`src/sv/ncl_pkg.sv`:
```
// Shared types and constants of the nearest cell lookup.
package ncl_pkg;

	// Width of one cell index field.
	localparam int CELL_BITS = 8;

	// Item kind codes.
	localparam logic [1:0] KIND_CLEAR  = 2'd0;
	localparam logic [1:0] KIND_APPEND = 2'd1;
	localparam logic [1:0] KIND_QUERY  = 2'd2;

	// Control that travels alongside an entry through the distance pipeline.
	typedef struct packed {
		logic valid;
		logic last;
	} tag_t;

endpackage

```
`src/sv/ncl_dist.sv`:
```
// Squared-distance unit: absolute differences, then squares, one entry per cycle.
module ncl_dist #(
	parameter int COORD_BITS = 12
) (
	input  logic                      clk,
	input  logic                      arst_n,
	input  ncl_pkg::tag_t             tag_in,
	input  logic [COORD_BITS-1:0]     cx,
	input  logic [COORD_BITS-1:0]     cy,
	input  logic [COORD_BITS-1:0]     px,
	input  logic [COORD_BITS-1:0]     py,
	input  logic [2*ncl_pkg::CELL_BITS-1:0] cell_in,
	output ncl_pkg::tag_t             tag_out,
	output logic [2*COORD_BITS:0]     dist_sq,
	output logic [2*ncl_pkg::CELL_BITS-1:0] cell_out
);
	ncl_pkg::tag_t                     tag_s2, tag_s3;
	logic [COORD_BITS-1:0]             dx_s2, dy_s2;
	logic [2*COORD_BITS-1:0]           sqx_s3, sqy_s3;
	logic [2*ncl_pkg::CELL_BITS-1:0]   cell_s2, cell_s3;

	// Pipeline control bits.
	always_ff @(posedge clk or negedge arst_n) begin
		if (!arst_n) begin
			tag_s2 <= '0;
			tag_s3 <= '0;
		end else begin
			tag_s2 <= tag_in;
			tag_s3 <= tag_s2;
		end
	end

	// Absolute differences, then their squares.
	always_ff @(posedge clk) begin
		dx_s2   <= (cx >= px) ? (cx - px) : (px - cx);
		dy_s2   <= (cy >= py) ? (cy - py) : (py - cy);
		cell_s2 <= cell_in;
		sqx_s3  <= dx_s2 * dx_s2;
		sqy_s3  <= dy_s2 * dy_s2;
		cell_s3 <= cell_s2;
	end

	// The sum of squares feeds the compare in the sequencer.
	assign dist_sq  = {1'b0, sqx_s3} + {1'b0, sqy_s3};
	assign tag_out  = tag_s3;
	assign cell_out = cell_s3;
endmodule

```
`config.mk`:
```
export PLATFORM = sky130hd
export DESIGN_NAME = ncl_dist
export DESIGN_NICKNAME = d
export VERILOG_FILES = /design/src/sv/ncl_pkg.sv /design/src/sv/ncl_dist.sv
export SDC_FILE = /design/constraint.sdc
export NUM_CORES = 1
export LEC_CHECK = 0
export ABC_CLOCK_PERIOD_IN_PS = 5560
export CAP_MARGIN = 10
export CORE_MARGIN = 2
export CORE_UTILIZATION = 50
export DETAILED_ROUTE_END_ITERATION = 6
export DONT_BUFFER_PORTS = 1
export GPL_TIMING_DRIVEN = 1
export PLACE_DENSITY = 0.74
export SETUP_SLACK_MARGIN = 0.1
export SLEW_MARGIN = 10
export SYNTH_ARGS = -nofsm -noshare
export SYNTH_HDL_FRONTEND = slang
export SYNTH_SLANG_ARGS = --single-unit
export TNS_END_PERCENT = 50
```
`constraint.sdc`:
```
create_clock -name clk -period 5.56 [get_ports clk]
set_input_delay 1.39 -clock clk [delete_from_list [all_inputs] [get_ports clk]]
set_output_delay 1.39 -clock clk [all_outputs]
set_load 0.005 [all_outputs]
```
* Yosys cells after proc, flatten, opt, wreduce, memory -nomap -nowiden
Cells that the tools add are included.
** Cells by class
- $add $sub $neg :: 5
- Multiply operators :: 2
- Divide/modulo/power cells :: 0
- $lt $le $gt $ge :: 2
- Equal/unequal tests :: 0
- Shift-type cells :: 0
- Mux-type cells :: 2
- Bitwise logic cells :: 0
- Reduce and logical (&&, ||, !) cells :: 0
** Operators by type and width (count)
- $mul 12x12->24 :: 2
- $sub 12x12->12 :: 4
- $add 24x24->25 :: 1
- $ge 12x12->1 :: 2
- $mux 12 :: 2
** Storage, ports and cells
- Register bits after elaboration :: 108
- Bits in latches :: 0
- Bits in writable memories :: 0
- Bits in read-only memories :: 0
- Input port bits :: 68
- Output and inout port bits :: 43
- Memories :: 0

* Logic depth before layout (Yosys ltp)
Gate-level depths: netlist of the first run.
- Word-level depth :: 2
- Depth in mapped cells :: 22
- Depth with buffers taken out :: 21

* Worst setup path before layout of the first run
OpenSTA, ideal clock, no wires.
- Path kind :: register -> register
- From :: register dy_s2[4]
- To :: register sqy_s3[23]
- Setup time :: 0.126 ns
- Data arrival time :: 5.015 ns
- Required time :: 5.434 ns
- Slack :: 0.419 ns
- Cell stages (with the launch flop) :: 23
- Clock period less this slack :: 5.141 ns
- Path through :: dfxtp_1 clkbuf_1 inv_1 nor2_1 inv_1 fa_1 inv_1 ha_1 a21oi_1 fa_1 inv_1 fa_1 inv_1 fa_1 inv_1 ha_1 nand2_1 nor2_1 a211oi_1 a21boi_0 o21ai_0 a311oi_1 xnor2_1
** Between the ends
- Longest elaborated chain between the ends :: 1
** RTL lines
- from (decl) :: line ncl_dist.sv:18 : logic [COORD_BITS-1:0] dx_s2, dy_s2;
- from (signal assigned) :: line ncl_dist.sv:36 : dy_s2 <= (cy >= py) ? (cy - py) : (py - cy);
- $mul 12x12->24 :: line ncl_dist.sv:39 : sqy_s3 <= dy_s2 * dy_s2;
- to (signal assigned) :: line ncl_dist.sv:39
- to (decl) :: line ncl_dist.sv:19 : logic [2*COORD_BITS-1:0] sqx_s3, sqy_s3;
Every way passes these cells.

* Final worst setup path of the first run
- From :: register dy_s2[2]
- To :: register sqy_s3[22]
The elaborated chain is that of the path after synthesis.

==> results of run 1 <==
==> layout make-up <==
class | instances | share of cell area, %
multi-input combinational | 987 | 69.5
timing repair buffer | 15 | 0.819
sequential | 106 | 15.6
clock inverter | 7 | 0.646
inverter | 318 | 8.68
tap | 335 | 3.05
clock buffer | 9 | 1.64
==> cells by family after synthesis <==
kind of cell,Yosys count,synth area share (%)
flip-flops,106,16.4
adder cells (fa/ha/maj),349,42.9
multiplexers,14,1.10
buffers and inverters,354,10.3
AO/OA/AOI/OAI,222,11.3
XOR/XNOR,80,5.38
AND/OR/NAND/NOR,322,12.7
==> stage by stage <==
stage | instance area [µm²] | hold slack [ns]
global placement | 13400 | 0.310
global route | 13800 | 0.338
CTS | 13700 | 0.330
detailed placement | 13400 | 0.312
finish | 13800 | 0.329
floorplan | 13000 | 0.310
==> timing repair <==
action                                 in CTS  in global routing
setup buffers                               0                  0
pin swaps                                   0                  1
endpoints found under the hold margin       0                  0
hold buffers                                0                  0
setup endpoints to repair                   1                 10
resized for setup                           2                 11
==> state kept, by name, indices dropped and copies added (netlist names) <==
| register | flops |
|---|---|
| tag_out | 2 |
| sqx_s3 | 23 |
| cell_out | 16 |
| cell_s2 | 16 |
| dy_s2 | 12 |
| tag_s2 | 2 |
| sqy_s3 | 23 |
| dx_s2 | 12 |
==> layer usage <==
| metal | track usage [%] | share of wire (%) | vias to the layer above |
|---|---|---|---|
| met5 | 0 | 0 | - |
| met4 | 5.33 | 2.0 | 0 |
| met3 | 3.35 | 6.2 | 35 |
| met2 | 32.0 | 47 | 222 |
| met1 | 25.5 | 45 | 4513 |
| li1 | - | - | 4567 |
==> Yosys cell counts, types with 6 or more instances <==
master and instances:
ha_1 187, nand2b_1 11, dfxtp_1 102, a21oi_1 62
inv_1 318, and3_1 8, and2_1 88, clkbuf_1 33
xor2_1 27, nand4_1 8, nor2b_1 26, or2_2 7
o21a_1 11, o211ai_1 7, nor3_1 13, nand2_1 85
a21o_1 27, xnor2_1 53, mux2i_1 12, o21ai_0 49
nand3_1 10, a31oi_1 6, nor2_1 54, fa_1 162
==> path summary, 6_finish.rpt <==
path | from | end | slack (ns) | depth (start not counted)
worst max-delay path | dy_s2[2] | sqy_s3[22] | 0.26 | 16
max in group asynchronous | arst_n | tag_out[0] | 4.78 | 0
min in group asynchronous | arst_n | tag_s2[1] | 0.72 | 0
worst max register to register | dy_s2[2] | sqy_s3[22] | 0.26 | 16
worst min-delay path | cell_s2[13] | cell_out[13] | 0.33 | 0
worst min register to register | cell_s2[13] | cell_out[13] | 0.33 | 0
==> cell usage in the layout (no fill, tap or decap), types with 7 or more instances in the layout <==
| cell type | n |
|---|---|
| inv_1 | 318 |
| ha_1 | 187 |
| fa_1 | 162 |
| dfxtp_1 | 96 |
| and2_1 | 88 |
| nand2_1 | 85 |
| a21oi_1 | 62 |
| nor2_1 | 54 |
| xnor2_1 | 53 |
| o21ai_0 | 48 |
| xor2_1 | 27 |
| a21o_1 | 27 |
| nor2b_1 | 26 |
| buf_4 | 15 |
| nor3_1 | 13 |
| mux2i_1 | 12 |
| o21a_1 | 11 |
| nand2b_1 | 11 |
| nand3_1 | 10 |
| clkbuf_16 | 9 |
| nand4_1 | 8 |
| and3_1 | 8 |
| or2_2 | 7 |
| o211ai_1 | 7 |
==> out/metrics.cfg, run 1 <==
[worst_setup_path]
worstSetupPathType=reg2reg
required_ns=5.85
crit_chain=and2_1 > fa_1 > inv_1 > fa_1 > inv_1 > fa_1 > fa_1 > inv_1 > fa_1 > inv_1 > ha_1 > a211o_1 > or4_1 > a311o_1 > a41oi_2 > xnor2_1
crit_buf_inv=4
slowest_stage=fa_1
cp_top_family=adder cells
cp_common_cell=fa_1
cp.arrival_ns=5.60
crit_fanout=14
cp-end-kind=flip-flop
crit_path_start_kind=flip-flop
max_stage_delay_ns=0.60

[sta]
fin_skew_ns=0.00590
rsz0062_at_grt=yes
setup_viol=0
finalCriticalPeriod_ns=5.30
drv_slew=0
worst_slack_ns=0.258
worst_pin_slew_ns=1.06
fmax_mhz=189
period_share_pct=95.4
hold_violations=0
tns_ns=0
slew_headroom_pct=29.0

[synth]
synthFlopType=dfxtp_1
syn_avg_cell_area_um2=9.00
netlist_instances=1447
synthTopCellsByArea=fa_1 (25%), ha_1 (18%), dfxtp_1 (16%)
synth_top_area_share_pct=24.9
synth-warning-count=0
seq_area_frac_synth_pct=16.4
synth_edf_count=0
synth_nets=1864
async_flop_share_pct=3.77
yosys.area.top_type=fa_1
ys_types=63
netlist_area_mm2=0.0130
synth-seq-cells=106

[cts]
htree_levels=3
path_clk_slew_ns=0.08
cts.path.max_buffers=2
clk-insertion-delay-late_ns=0.36
cts_tree=done
cts_sinks=106
cts-root-buf=clkbuf_16
numCtsBuffers=9

[global_routing]
grt_pass1_wl_mm=42.5
grt_max_degree=23
grt-ovfl-total=0
track_usage_pct=19.1
grt_pass1_vias=9503
grt_antenna_before_repair=0

[detailed_routing]
wl_per_cell_um=13.7
vias=9337
drc=0
routed_via_density=5.25
drt_iter0_drc=485
drt-pass1-iter-count=6
routed_wl_mm=24.3
ant_nets=0

[place]
place_ws_ns=0.0454
dp_cells=1761
dp_hpwl_mm=20.5
gp_congestion=0.886
numPortBuffers=0

[die]
ios=111
row_count=59
initial_core_util_pct=50.4
die_w_um=165
die_y_um=165
core_area_mm2=0.0258
die-area_mm2=0.0274

[finish]
area_delta_synth_final_pct=5.61
nFillCells=2338
final_cells=1777
multi_input_area_mm2=0.00957
final_core_util_pct=53.2
n_antenna_cell=0
layout.nets=1854
regArea_mm2=0.00215
drive_gt1_share_pct=4.09

[flow_run]
cap_violations=0

[outcome]
status=completed

[min_path]
hold_class=reg2reg

Power of run 1 is left out: the tool's default activity adds up to more than one toggle a clock period on the data nets, which glitch-free logic cannot reach.
==> run 2: changes to the inputs <==
--- a/config.mk
+++ b/config.mk
@@ -8,11 +8,11 @@
 export ABC_CLOCK_PERIOD_IN_PS = 5560
 export CAP_MARGIN = 10
 export CORE_MARGIN = 2
-export CORE_UTILIZATION = 50
+export CORE_UTILIZATION = 45
 export DETAILED_ROUTE_END_ITERATION = 6
 export DONT_BUFFER_PORTS = 1
 export GPL_TIMING_DRIVEN = 1
-export PLACE_DENSITY = 0.74
+export PLACE_DENSITY = 0.69
 export SETUP_SLACK_MARGIN = 0.1
 export SLEW_MARGIN = 10
 export SYNTH_ARGS = -nofsm -noshare
==> run 2 against run 1 <==
  * Sequential cell count stayed put
  * Via count is 1.4% lower
  * Clock skew about the same
  * Sequential share of layout area is 0.12 points lower
  * Critical path depth grew 1
  * Die area is 11% higher
  * Fmax hardly changed
  * Register-to-register slack is essentially flat
  * Utilization down 4.9 points
  * Largest cell class unchanged
==> out/metrics.cfg, run 2 (same netlist as run 1, synthesis figures left out) <==
[die]
die_y_um=174
ios=111
core_area_mm2=0.0286
die-area_mm2=0.0303
row_count=62
initial_core_util_pct=45.5
die_w_um=174

[sta]
period_share_pct=95.4
tns_ns=0
rsz0062_at_grt=yes
finalCriticalPeriod_ns=5.30
setup_viol=0
worst_pin_slew_ns=1.00
slew_headroom_pct=33.1
drv_slew=0
fin_skew_ns=0.00631
fmax_mhz=189
hold_violations=0

[detailed_routing]
ant_nets=0
routed_via_density=5.03
drt_iter0_drc=460
dr_wl_met2_mm=11.2
vias=9205
wl_met1_mm=11.3
drt-pass1-iter-count=5
routed_wl_mm=23.9
top_layer_used=met4
drc=0
wl_per_cell_um=13.1
wl_met3_mm=1.16

[finish]
final_cells=1829
fin_area_mm2=0.0138
drive_gt1_share_pct=3.88
layout.nets=1857
multi_input_area_mm2=0.00956
top_regs=sqx_s3 x23, sqy_s3 x23
area_delta_synth_final_pct=6.15
final_cell_mix=inv_1 (318), ha_1 (187), fa_1 (162)
final_common_cell=inv_1
n_antenna_cell=0
regArea_mm2=0.00214
nFillCells=2667

[place]
place_area_mm2=0.0135
dp_cells=1813
dp_hpwl_mm=20.4
numPortBuffers=0
gp_congestion=0.882

[outcome]
status=completed

[cts]
cts.path.max_buffers=2
htree_levels=3
numCtsBuffers=9
cts_tree=done
post_cts_buffers=0
cts_sinks=106
cts-root-buf=clkbuf_16
path_clk_slew_ns=0.08
clk-insertion-delay-late_ns=0.35

[min_path]
hold_class=reg2reg
min_to=cell_out[12]
hold_path_depth=0
min-delay-start=cell_s2[12]

[worst_setup_path]
worstSetupPathType=reg2reg
r2r-start=dx_s2[2]
crit_path_start_kind=flip-flop
slowest_stage=fa_1
cp_top_family=adder cells
required_ns=5.81
crit_chain=and2_1 > fa_1 > inv_1 > fa_1 > inv_1 > fa_1 > fa_1 > inv_1 > fa_1 > inv_1 > ha_1 > a211o_1 > o311ai_1 > a21o_1 > a21o_1 > nand2_1 > a311o_1
crit_fanout=14
r2r_slack_ns=0.26
r2r-end=sqx_s3[22]
worst_r2r_path_depth=17
max_stage_delay_ns=0.58
crit_buf_inv=4
cp.arrival_ns=5.56
cp_common_cell=fa_1
cp-end-kind=flip-flop

[flow_run]
cap_violations=0

[global_routing]
grt_max_degree=23
grt_pass1_wl_mm=42.5
track_usage_pct=16.7
grt_pass1_vias=9410
grt_antenna_before_repair=0
grt-ovfl-total=0

==> run 2: changes by cell type in the layout (fill, tap and decap cells not counted), sizes merged <==
cell	previous run	this run
buf	15	18
==> run 2: layout make-up <==
cell class                      count  area share, %
Multi-Input combinational cell    987           69.1
Sequential cell                   106           15.5
Inverter                          318           8.63
Tap cell                          384           3.48
Clock buffer                        9           1.63
Timing Repair Buffer               18          0.977
Clock inverter                      7          0.643
==> run 2: through the flow <==
stage | setup slack [ns] | util (%) | hold WS, ns
floorplan | 0.419 | - | 0.310
global placement | 0.317 | 47.1 | 0.310
detailed placement | 0.102 | 47.1 | 0.312
global route | 0.0458 | 48.3 | 0.339
finish | 0.257 | 48.3 | 0.330
CTS | 0.123 | 48.2 | 0.331
==> run 2: repair_timing <==
item | in CTS | in global routing
hold buffers | 0 | 0
pin swaps | 0 | 1
resized for setup | 1 | 5
setup endpoints to repair | 1 | 7
==> run 2: how the worst max path moves through the flow <==
stage	from	to	depth (start not counted)
2_1_floorplan	dy_s2[4]	sqy_s3[23]	22
3_3_place_gp	dy_s2[6]	sqy_s3[23]	20
3_5_place_dp	dy_s2[5]	sqy_s3[23]	20
4_1_cts	dy_s2[4]	sqy_s3[23]	21
5_1_grt	dx_s2[8]	sqx_s3[22]	16
6_report	dx_s2[2]	sqx_s3[22]	17
==> run 2: per-layer routing <==
layer,vias to the layer above,GRT usage [%]
met5,-,0
met4,0,3.43
met3,17,2.52
met2,159,28.4
met1,4460,22.7
li1,4569,-
Power of run 2 is left out for the same reason.
